$ cat config.mk
export PLATFORM = sky130hd
export DESIGN_NAME = lru_key_value_cache_top
export DESIGN_NICKNAME = d
export VERILOG_FILES = /design/src/rtl/core/lru_kv_pkg.sv /design/src/rtl/core/lru_key_value_cache_top.sv
export SDC_FILE = /design/constraint.sdc
export NUM_CORES = 1
export LEC_CHECK = 0
export BUFFER_PORTS_ARGS = -buffer_cell sky130_fd_sc_hd__buf_4
export CORE_MARGIN = 2
export CORE_UTILIZATION = 35
export CTS_BUF_LIST = sky130_fd_sc_hd__clkbuf_16
export DETAILED_ROUTE_END_ITERATION = 7
export GPL_TIMING_DRIVEN = 1
export SYNTH_ARGS = -nofsm -noshare
export SYNTH_HDL_FRONTEND = slang
export SYNTH_SLANG_ARGS = --single-unit
$ cat constraint.sdc
create_clock -name clock -period 6.5 [get_ports clock]
set_clock_uncertainty 0.15 [all_clocks]
set_input_delay 0.65 -clock clock [delete_from_list [all_inputs] [get_ports clock]]
set_output_delay 0.65 -clock clock [all_outputs]
set_load 0.02 [all_outputs]
$ cat src/rtl/core/lru_kv_pkg.sv
`timescale 1ns / 1ps
`default_nettype none

package lru_kv_pkg;

   localparam int DEFAULT_ENTRIES = 16;

   localparam int KEY_W = 32;
   localparam int VAL_W = 32;
   localparam int CAP_W = 5;

   localparam logic [CAP_W-1:0] CAP_RESET = 5'd16;

   // request opcodes
   localparam logic REQ_GET = 1'b0;
   localparam logic REQ_PUT = 1'b1;

   typedef logic signed [KEY_W-1:0] key_type;
   typedef logic signed [VAL_W-1:0] val_type;
   typedef logic [CAP_W-1:0]        cap_type;

endpackage

`default_nettype wire

$ cat src/rtl/core/lru_key_value_cache_top.sv
`timescale 1ns / 1ps
`default_nettype none

// Fully associative key/value cache with least-recently-used replacement.
// A get (req_type 0) returns the stored value on a hit; a put (req_type 1)
// updates an existing key or inserts a new one, evicting the least recent
// entry when the number of live entries has reached csr capacity (0 acts as
// 1, values above ENTRIES act as ENTRIES). Every request gives exactly one
// response. Throughput is one request per clock when the response side is
// not stalled: the key compare against all entries, the recency-rank update
// and the slot choice are done in a single pass between the input register
// and the response register. The store is empty after reset and needs no
// clearing time. The user must write capacity only while no request is in
// flight; the block itself does not enforce this.
module lru_key_value_cache_top #(
   parameter int ENTRIES = lru_kv_pkg::DEFAULT_ENTRIES
) (
   input  wire logic                clock,
   input  wire logic                reset,

   input  wire logic                csr_wr_en,
   input  wire lru_kv_pkg::cap_type csr_wr_data,

   input  wire logic                req_valid,
   output logic                     req_stall,
   input  wire logic                req_type,
   input  wire lru_kv_pkg::key_type req_key,
   input  wire lru_kv_pkg::val_type req_value,

   output logic                     rsp_valid,
   input  wire logic                rsp_stall,
   output logic                     rsp_hit,
   output lru_kv_pkg::val_type      rsp_read_value,
   output logic                     rsp_evicted
);

   import lru_kv_pkg::*;

   localparam int AGE_W = (ENTRIES > 1) ? $clog2(ENTRIES) : 1;
   localparam int CNT_W = $clog2(ENTRIES + 1);
   localparam int CMP_W = (CNT_W > CAP_W) ? CNT_W : CAP_W;

   typedef logic [AGE_W-1:0]   age_type;
   typedef logic [CNT_W-1:0]   cnt_type;
   typedef logic [ENTRIES-1:0] vec_type;

   // configuration
   cap_type capacity_ff;

   // input register
   logic    in_valid_ff;
   logic    in_type_ff;
   key_type in_key_ff;
   val_type in_value_ff;

   // entry store
   key_type keys_ff   [ENTRIES];
   val_type values_ff [ENTRIES];
   age_type age_ff    [ENTRIES];
   vec_type valid_ff;
   cnt_type live_count_ff;

   key_type keys_in   [ENTRIES];
   val_type values_in [ENTRIES];
   age_type age_in    [ENTRIES];
   vec_type valid_in;
   cnt_type live_count_in;

   // response register
   logic    rsp_valid_ff;
   logic    rsp_hit_ff;
   val_type rsp_read_value_ff;
   logic    rsp_evicted_ff;

   logic    rsp_hit_in;
   val_type rsp_read_value_in;
   logic    rsp_evicted_in;

   logic    out_free;
   logic    fire;

   assign out_free  = !rsp_valid_ff || !rsp_stall;
   assign fire      = in_valid_ff && out_free;
   assign req_stall = in_valid_ff && !out_free;

   // lookup and update logic
   vec_type          match;
   vec_type          evict;
   vec_type          valid_after;
   vec_type          slot_oh;
   logic             hit;
   logic             is_put;
   logic             need_evict;
   logic             insert;
   val_type          hit_value;
   age_type          hit_age;
   age_type          oldest_age;
   cnt_type          live_m1;
   logic [CMP_W-1:0] cap_ext;
   logic [CMP_W-1:0] eff_cap;

   always_comb begin
      cap_ext = CMP_W'(capacity_ff);
      if (cap_ext == '0) begin
         eff_cap = CMP_W'(1);
      end else if (cap_ext > CMP_W'(ENTRIES)) begin
         eff_cap = CMP_W'(ENTRIES);
      end else begin
         eff_cap = cap_ext;
      end
   end

   assign live_m1    = live_count_ff - CNT_W'(1);
   assign oldest_age = live_m1[AGE_W-1:0];
   assign is_put     = (in_type_ff == REQ_PUT);

   always_comb begin
      hit_value = '0;
      hit_age   = '0;
      for (int i = 0; i < ENTRIES; i++) begin
         match[i] = valid_ff[i] && (keys_ff[i] == in_key_ff);
         if (match[i]) begin
            hit_value = hit_value | values_ff[i];
            hit_age   = hit_age | age_ff[i];
         end
      end
   end

   assign hit        = |match;
   assign need_evict = !hit && is_put && (CMP_W'(live_count_ff) >= eff_cap);
   assign insert     = !hit && is_put;

   always_comb begin
      for (int i = 0; i < ENTRIES; i++) begin
         evict[i] = need_evict && valid_ff[i] && (age_ff[i] == oldest_age);
      end
   end

   assign valid_after = valid_ff & ~evict;
   // lowest free slot, one-hot
   assign slot_oh     = ~valid_after & (valid_after + vec_type'(1));

   always_comb begin
      valid_in      = valid_ff;
      live_count_in = live_count_ff;
      for (int i = 0; i < ENTRIES; i++) begin
         keys_in[i]   = keys_ff[i];
         values_in[i] = values_ff[i];
         age_in[i]    = age_ff[i];
      end

      if (hit) begin
         for (int i = 0; i < ENTRIES; i++) begin
            if (match[i]) begin
               age_in[i] = '0;
               if (is_put) begin
                  values_in[i] = in_value_ff;
               end
            end else if (valid_ff[i] && (age_ff[i] < hit_age)) begin
               age_in[i] = age_ff[i] + 1'b1;
            end
         end
      end else if (insert) begin
         valid_in = valid_after | slot_oh;
         if (!need_evict) begin
            live_count_in = live_count_ff + CNT_W'(1);
         end
         for (int i = 0; i < ENTRIES; i++) begin
            if (slot_oh[i]) begin
               keys_in[i]   = in_key_ff;
               values_in[i] = in_value_ff;
               age_in[i]    = '0;
            end else if (valid_after[i]) begin
               age_in[i] = age_ff[i] + 1'b1;
            end
         end
      end

      rsp_hit_in        = hit;
      rsp_read_value_in = (hit && !is_put) ? hit_value : '0;
      rsp_evicted_in    = need_evict;
   end

   // control registers
   always_ff @(posedge clock) begin
      if (reset) begin
         capacity_ff   <= CAP_RESET;
         in_valid_ff   <= 1'b0;
         valid_ff      <= '0;
         live_count_ff <= '0;
         rsp_valid_ff  <= 1'b0;
      end else begin
         if (csr_wr_en) begin
            capacity_ff <= csr_wr_data;
         end
         if (!req_stall) begin
            in_valid_ff <= req_valid;
         end
         if (fire) begin
            valid_ff      <= valid_in;
            live_count_ff <= live_count_in;
            rsp_valid_ff  <= 1'b1;
         end else if (!rsp_stall) begin
            rsp_valid_ff <= 1'b0;
         end
      end
   end

   // payload registers
   always_ff @(posedge clock) begin
      if (req_valid && !req_stall) begin
         in_type_ff  <= req_type;
         in_key_ff   <= req_key;
         in_value_ff <= req_value;
      end
      if (fire) begin
         for (int i = 0; i < ENTRIES; i++) begin
            keys_ff[i]   <= keys_in[i];
            values_ff[i] <= values_in[i];
         end
         rsp_hit_ff        <= rsp_hit_in;
         rsp_read_value_ff <= rsp_read_value_in;
         rsp_evicted_ff    <= rsp_evicted_in;
      end
   end

   // recency ranks are only meaningful on live entries, but keep them reset
   always_ff @(posedge clock) begin
      if (reset) begin
         for (int i = 0; i < ENTRIES; i++) begin
            age_ff[i] <= '0;
         end
      end else if (fire) begin
         for (int i = 0; i < ENTRIES; i++) begin
            age_ff[i] <= age_in[i];
         end
      end
   end

   assign rsp_valid      = rsp_valid_ff;
   assign rsp_hit        = rsp_hit_ff;
   assign rsp_read_value = rsp_read_value_ff;
   assign rsp_evicted    = rsp_evicted_ff;

endmodule

`default_nettype wire

==> flow_summary.json, run 1 <==
{
  "status": "complete, no violations",
  "syn_inst": 3479,
  "slowest_delay_ns": 0.69,
  "detail_route.vias_per_cell": 5.623,
  "report.final.hold_viol_count": 0,
  "max_freq_mhz": 172.1,
  "vdd_ir_drop_max_uv": 272.0,
  "cts_sinks": 1215,
  "critical-path-slowest-cell": "sky130_fd_sc_hd__edfxtp_1",
  "yosys_warnings": 0,
  "global_route_wire_length_before_repair_um": 233100,
  "timing.final.setup_violations": 0,
  "synth.ff_latch_count": 1215,
  "worstHoldPathType": "in2reg",
  "ff2ff_path_depth": 15,
  "routabilityCongestion": 0.9610,
  "post_cts_resized": 0,
  "chipHeight_um": 391.6,
  "drtPass1Iterations": 6,
  "netSwitchingFraction": 0.2298,
  "ys_seq_area_frac": 0.6886,
  "cp_data_required_time_ns": 6.76,
  "drt_drc_violations_left": 0,
  "switchingPower_mw": 3.909,
  "worstSetupPathType": "reg2reg",
  "combPwrFrac": 0.055,
  "place_hpwl_um": 100000,
  "grt_overflow": 0,
  "mapped_avg_cell_area_um2": 15.11,
  "grt_start_max_net_pins": 39,
  "relSlewSlack": 0.2345,
  "clk_root_buffer_cell": "sky130_fd_sc_hd__clkbuf_16",
  "post_route_setup_tns_ns": 0,
  "timing.rr.end": "values_ff[0][58]",
  "count_of_different_cell_masters_after_synthesis": 89,
  "synth_top_flop_cell": "sky130_fd_sc_hd__edfxtp_1",
  "most_used_cell_cp": "sky130_fd_sc_hd__buf_4",
  "die_span_in_x_um": 391.6,
  "setup.worst_path.start_class": "flop",
  "num_io_pins": 111,
  "critical_path.cell_chain": "buf_4, nand2b_1, nand4_1, nor4_1, and3_2, buf_4, nor2_1, nand4bb_1, buf_4, or2_1, clkinv_4, a21oi_1, nand2_1, o22ai_4, buf_4",
  "synth_fp_nets": 3625,
  "layout-drive-gt1-share": 0.1331,
  "power.density_cell_area_nw_per_um2": 276.6,
  "finalMaxSlewViolations": 0,
  "grt_pass1_vias": 32000,
  "worst_slew_pin_slew_ns": 1.147,
  "cp-startpoint": "in_key_ff[22]",
  "worst_setup_path_endpoint": "values_ff[0][58]",
  "fin_total_pwr_mw": 17.01,
  "synth.top_cell.area_share": 0.6780,
  "rows": 142,
  "antenna_found_initial": 0,
  "finalCritPeriodShare": 0.8939,
  "post-cts-setup-buffer-count": 0,
  "routed_wire_length_per_instance_um": 27.58,
  "worst_r2r_startpoint": "in_key_ff[22]",
  "synth.largest_area_cell": "sky130_fd_sc_hd__edfxtp_1",
  "tritoncts_buffer_count": 130,
  "clock_tree.buffer_depth": 3,
  "critPathArrivalTime_ns": 6.07,
  "clock_tree.htree_level_count": 4,
  "final_antenna_net_count": 0,
  "synth_area_um2": 52580,
  "crit_path_max_fanout": 37,
  "cts_tree": "done",
  "ys_async_sr_fraction": 0,
  "period_needed_ns": 5.810,
  "initial_cell_density_of_the_core": 0.3519,
  "design.core.area_um2": 149400,
  "reg2reg_slack_ns": 0.69,
  "cell_types_with_the_largest_area_share_after_synthesis": "sky130_fd_sc_hd__edfxtp_1 68%, sky130_fd_sc_hd__xnor2_1 8.1%, sky130_fd_sc_hd__nand4_1 2.7%, sky130_fd_sc_hd__a22o_1 1.7%, sky130_fd_sc_hd__a221oi_1 1.7%",
  "routed_wire_length_um": 162700,
  "detail_route.iter0.violations": 4033,
  "grt_setup_unrepaired": "false",
  "max_cap_viol_count": 0,
  "port-buffer-count": 110,
  "fp.dieArea_um2": 153300,
  "p_int_mw": 13.10,
  "nNetsFinal": 3929,
  "power_frac_clock": 0.423,
  "static-leakage-power_nw": 19.39,
  "clk_pin_slew_ns": 0.06,
  "power.share.sequential": 0.522,
  "grt_util_all_layers": 0.2104,
  "insertion_delay_ns": 0.80,
  "synth_enable_flop_cells": 1187,
  "routed-via-count": 33180,
  "min_path_cells": 2,
  "syn2layout_area_growth_pct": 16.97,
  "timing.critical_path.to_type": "flop",
  "cts_hold_buf": 78
}
==> worst min-delay path by stage <==
stage                      startpoint          to  slack (ns)
after CTS                       reset  cap_ext[1]        0.14
after detailed placement  in_valid_ff   rsp_valid        0.34
after floorplan           in_valid_ff   rsp_valid        0.30
final                           reset  cap_ext[3]        0.17
after global routing            reset  cap_ext[2]        0.17
after global placement    in_valid_ff   rsp_valid        0.32
==> critical path: cells and delay by family (launching register included) <==
kind,cells,cell delay [ns]
AO/OA/AOI/OAI,2,0.48
flip-flops,1,0.69
buffers and inverters,5,2.01
AND/OR/NAND/NOR,8,1.98
==> cell usage after synthesis (25+ instances only) <==
library cell,count
sky130_fd_sc_hd__nor3_1,57
sky130_fd_sc_hd__nand3_1,102
sky130_fd_sc_hd__nor4_1,84
sky130_fd_sc_hd__a22o_1,103
sky130_fd_sc_hd__a22oi_1,76
sky130_fd_sc_hd__nor2_1,128
sky130_fd_sc_hd__buf_4,43
sky130_fd_sc_hd__clkbuf_1,61
sky130_fd_sc_hd__a221oi_1,102
sky130_fd_sc_hd__inv_1,62
sky130_fd_sc_hd__ha_1,71
sky130_fd_sc_hd__edfxtp_1,1187
sky130_fd_sc_hd__nand2b_1,69
sky130_fd_sc_hd__xor2_1,96
sky130_fd_sc_hd__nand4_1,230
sky130_fd_sc_hd__and3_1,62
sky130_fd_sc_hd__xnor2_1,486
sky130_fd_sc_hd__buf_1,25
sky130_fd_sc_hd__a31oi_1,36
sky130_fd_sc_hd__dfxtp_1,28
sky130_fd_sc_hd__nand2_1,73
==> final cells by class <==
cell class                 instances  area [um2]
inverter                          63       241.5
multi-input combinational       2035       15310
clock buffer                     133        3328
tap                             2016        2522
antenna                            1       2.502
clock inverter                   100       789.5
sequential                      1215       36200
fill                           13420       87920
timing repair buffer             338        3095
==> registers in the layout (all words and copies together), names as in the netlist <==
signal          cells
rsp_valid           1
age_ff             64
live_count_ff       5
cap_ext             5
in_value_ff        32
keys_ff           512
rsp_read_value     32
in_valid_ff         1
in_key_ff          32
valid_ff           16
rsp_evicted         1
values_ff         512
rsp_hit             1
in_type_ff          1
==> cell usage in the layout (no fill, tap or decap), types with 76 or more instances in the layout <==
cell,synthesis,layout
sky130_fd_sc_hd__buf_4,43,231
sky130_fd_sc_hd__a22oi_1,76,76
sky130_fd_sc_hd__nor4_1,84,82
sky130_fd_sc_hd__a221oi_1,102,102
sky130_fd_sc_hd__a22o_1,103,103
sky130_fd_sc_hd__nand3_1,102,102
sky130_fd_sc_hd__xor2_1,96,96
sky130_fd_sc_hd__nor2_1,128,114
sky130_fd_sc_hd__edfxtp_1,1187,1187
sky130_fd_sc_hd__dlygate4sd3_1,0,78
sky130_fd_sc_hd__nand4_1,230,230
sky130_fd_sc_hd__clkbuf_16,0,133
sky130_fd_sc_hd__xnor2_1,486,486
sky130_fd_sc_hd__inv_1,62,94
==> layer usage <==
metal / global-route usage / routed length [um]
met4: 0.07259 / 5075
met3: 0.03628 / 13550
met2: 0.3264 / 74530
met5: 0 / 0
met1: 0.2976 / 69560
==> through the flow <==
stage                     hold slack, ns  setup WS, ns  utilization  instance area (um2)  instances
after CTS                         0.1415        0.7944       0.4116                61500       5900
after global routing              0.1655        0.4324       0.4116                61500       5900
after floorplan                   0.3007        0.1727            -                52580       3479
after global placement            0.3170        0.9247       0.3788                56600       5589
final                             0.1732        0.6895       0.4116                61500       5901
after detailed placement          0.3390        0.7949       0.3788                56600       5589
==> power groups by stage <==
stage / logic (mW) / registers [mW] / clock network [mW]
2_1_floorplan: 0.518 / 8.98 / 0
3_3_place_gp: 0.879 / 9.03 / 0
6_report: 0.936 / 8.87 / 7.20
3_5_place_dp: 0.885 / 9.03 / 0
5_1_grt: 1.00 / 8.88 / 7.61
4_1_cts: 0.928 / 8.87 / 7.31
==> kinds of logic after synthesis <==
logic type,Yosys count,synth area share
flip-flops,1215,0.6886
AND/OR/NAND/NOR,886,0.09584
XOR/XNOR,590,0.1004
AO/OA/AOI/OAI,483,0.07337
buffers and inverters,229,0.02392
adder cells (fa/ha/maj),71,0.01690
multiplexers,5,0.0009520
(Power assumes the default switching activity.)
==> run 2, diff against run 1 <==
Settings changed: BUFFER_PORTS_ARGS -buffer_cell sky130_fd_sc_hd__buf_4 to not set, DONT_BUFFER_PORTS set to 1.
==> run 2 against run 1 <==
Compared with the run above: highest routed layer is now met5; clock power down 2.9%; critical path type unchanged; cell area fell by 1.6%; worst setup slack lost 0.24 ns; cell count decreased by 2.1%.
==> flow_summary.json, run 2 (same netlist as run 1, synthesis figures left out) <==
{
  "status": "complete, no violations",
  "crit_path_max_fanout": 32,
  "max_cap_viol_count": 0,
  "clk_pin_slew_ns": 0.07,
  "detail_route.vias_per_cell": 5.631,
  "post_route_setup_tns_ns": 0,
  "reg2reg_slack_ns": 0.45,
  "period_needed_ns": 6.054,
  "clock_tree.buffer_depth": 3,
  "leading_registers_by_flop_count": "keys_ff x512, values_ff x512, age_ff x64",
  "worstHoldPathType": "in2reg",
  "syn2layout_area_growth_pct": 15.08,
  "critPathArrivalTime_ns": 6.29,
  "final_cell_mix": "1187 x sky130_fd_sc_hd__edfxtp_1, 486 x sky130_fd_sc_hd__xnor2_1, 230 x sky130_fd_sc_hd__nand4_1",
  "worstSetupPathType": "reg2reg",
  "layout.cells.most_common": "sky130_fd_sc_hd__edfxtp_1",
  "clock_tree.htree_level_count": 3,
  "post-cts-setup-buffer-count": 0,
  "num_io_pins": 111,
  "drtPass1Iterations": 5,
  "global_route_wire_length_before_repair_um": 231100,
  "cts_sinks": 1215,
  "finalCritPeriodShare": 0.9313,
  "slowest_delay_ns": 1.05,
  "critPathTopFamily": "simple AND/OR/NAND/NOR gates",
  "worst_slew_pin_slew_ns": 1.187,
  "grt_start_max_net_pins": 41,
  "clk_root_buffer_cell": "sky130_fd_sc_hd__clkbuf_16",
  "drt_drc_violations_left": 0,
  "hold_slack_ns": 0.05665,
  "place_hpwl_um": 99760,
  "rows": 142,
  "report.final.hold_viol_count": 0,
  "fp.dieArea_um2": 153300,
  "critical-path-slowest-cell": "sky130_fd_sc_hd__edfxtp_1",
  "cp.buffers_inverters": 2,
  "routabilityCongestion": 0.9318,
  "insertion_delay_ns": 0.78,
  "initial_cell_density_of_the_core": 0.3519,
  "routed-via-count": 32540,
  "tritoncts_buffer_count": 121,
  "static-leakage-power_nw": 18.71,
  "power.density_cell_area_nw_per_um2": 276.8,
  "timing.final.setup_violations": 0,
  "cp_data_required_time_ns": 6.73,
  "design.core.area_um2": 149400,
  "nNetsFinal": 3805,
  "chipHeight_um": 391.6,
  "detail_route.iter0.violations": 3916,
  "grt_overflow": 0,
  "timing.critical_path.to_type": "flop",
  "port-buffer-count": 0,
  "grt_util_all_layers": 0.2091,
  "max_freq_mhz": 165.2,
  "die_span_in_x_um": 391.6,
  "vdd_ir_drop_max_uv": 212.0,
  "layout_setup_ws_ns": 0.4464,
  "finalMaxSlewViolations": 0,
  "final_antenna_net_count": 0,
  "pre_cts_slack_ns": 0.5104,
  "relSlewSlack": 0.2078,
  "routed_wire_length_per_instance_um": 28.16,
  "grt_pass1_vias": 31560,
  "critical_path.cell_chain": "xnor2_1, nand4_1, nor4_1, and3_2, or4_4, nand4bb_1, or2_1, clkinv_4, a21oi_1, nand2_1, o22ai_4, buf_4",
  "antenna_found_initial": 4,
  "layout-drive-gt1-share": 0.1069,
  "routed_wire_length_um": 162700,
  "grt_setup_unrepaired": "false",
  "cts_tree": "done",
  "setup.worst_path.start_class": "flop"
}
## run 2: cell count changes in the layout (fill, tap and decap cells not counted), moves of 2 or more
cell	change
sky130_fd_sc_hd__clkinv_8	-3
sky130_fd_sc_hd__clkinv_1	+6
sky130_fd_sc_hd__clkinvlp_4	+4
sky130_fd_sc_hd__buf_4	-117
sky130_fd_sc_hd__bufinv_16	+6
sky130_fd_sc_hd__clkinv_2	+4
sky130_fd_sc_hd__buf_12	+3
sky130_fd_sc_hd__inv_1	-12
sky130_fd_sc_hd__inv_16	-6
sky130_fd_sc_hd__clkinv_16	+2
sky130_fd_sc_hd__clkbuf_16	-12
## run 2: worst paths after layout
kind / start / endpoint / cells after the start
max: in_key_ff[30] / values_ff[0][50] / 12
min: reset / cap_ext[0] / 2
max reg2reg: in_key_ff[30] / values_ff[0][50] / 12
min reg2reg: in_valid_ff / rsp_valid / 2
## run 2: cell type report
| type | count | area [um2] |
|---|---|---|
| timing repair buffer | 223 | 2267 |
| tap | 2016 | 2522 |
| clock inverter | 104 | 917.1 |
| sequential | 1215 | 36200 |
| multi-input combinational | 2035 | 15320 |
| clock buffer | 121 | 3028 |
| inverter | 63 | 241.5 |
| fill | 13540 | 88920 |
| antenna | 1 | 2.502 |
## run 2: metrics by stage
stage	util	instances	area, um2	power [mW]
3_3_place_gp	0.3732	5474	55760	9.853
5_1_grt	0.4049	5777	60500	17.20
6_report	0.4049	5778	60500	16.75
2_1_floorplan	-	3479	52580	9.500
3_5_place_dp	0.3732	5474	55760	9.860
4_1_cts	0.4049	5777	60500	16.85
## run 2: what timing repair did
action / in CTS / in global routing
resized for setup: 0 / 0
hold buffers: 78 / 0
endpoints found under the hold margin: 96 / 0
## run 2: metal layers
layer,vias to the layer above,part of all wire,GRT usage
li1,14040,-,-
met1,16730,0.43,0.2906
met2,1488,0.46,0.3298
met3,266,0.075,0.03299
met4,6,0.033,0.07883
met5,-,0.00019,0
## run 2: power by group
| part | internal (mW) | switching [mW] |
|---|---|---|
| sequential | 8.70 | 0.195 |
| clock | 3.91 | 3.08 |
| combinational | 0.323 | 0.536 |
| total | 12.9 | 3.82 |
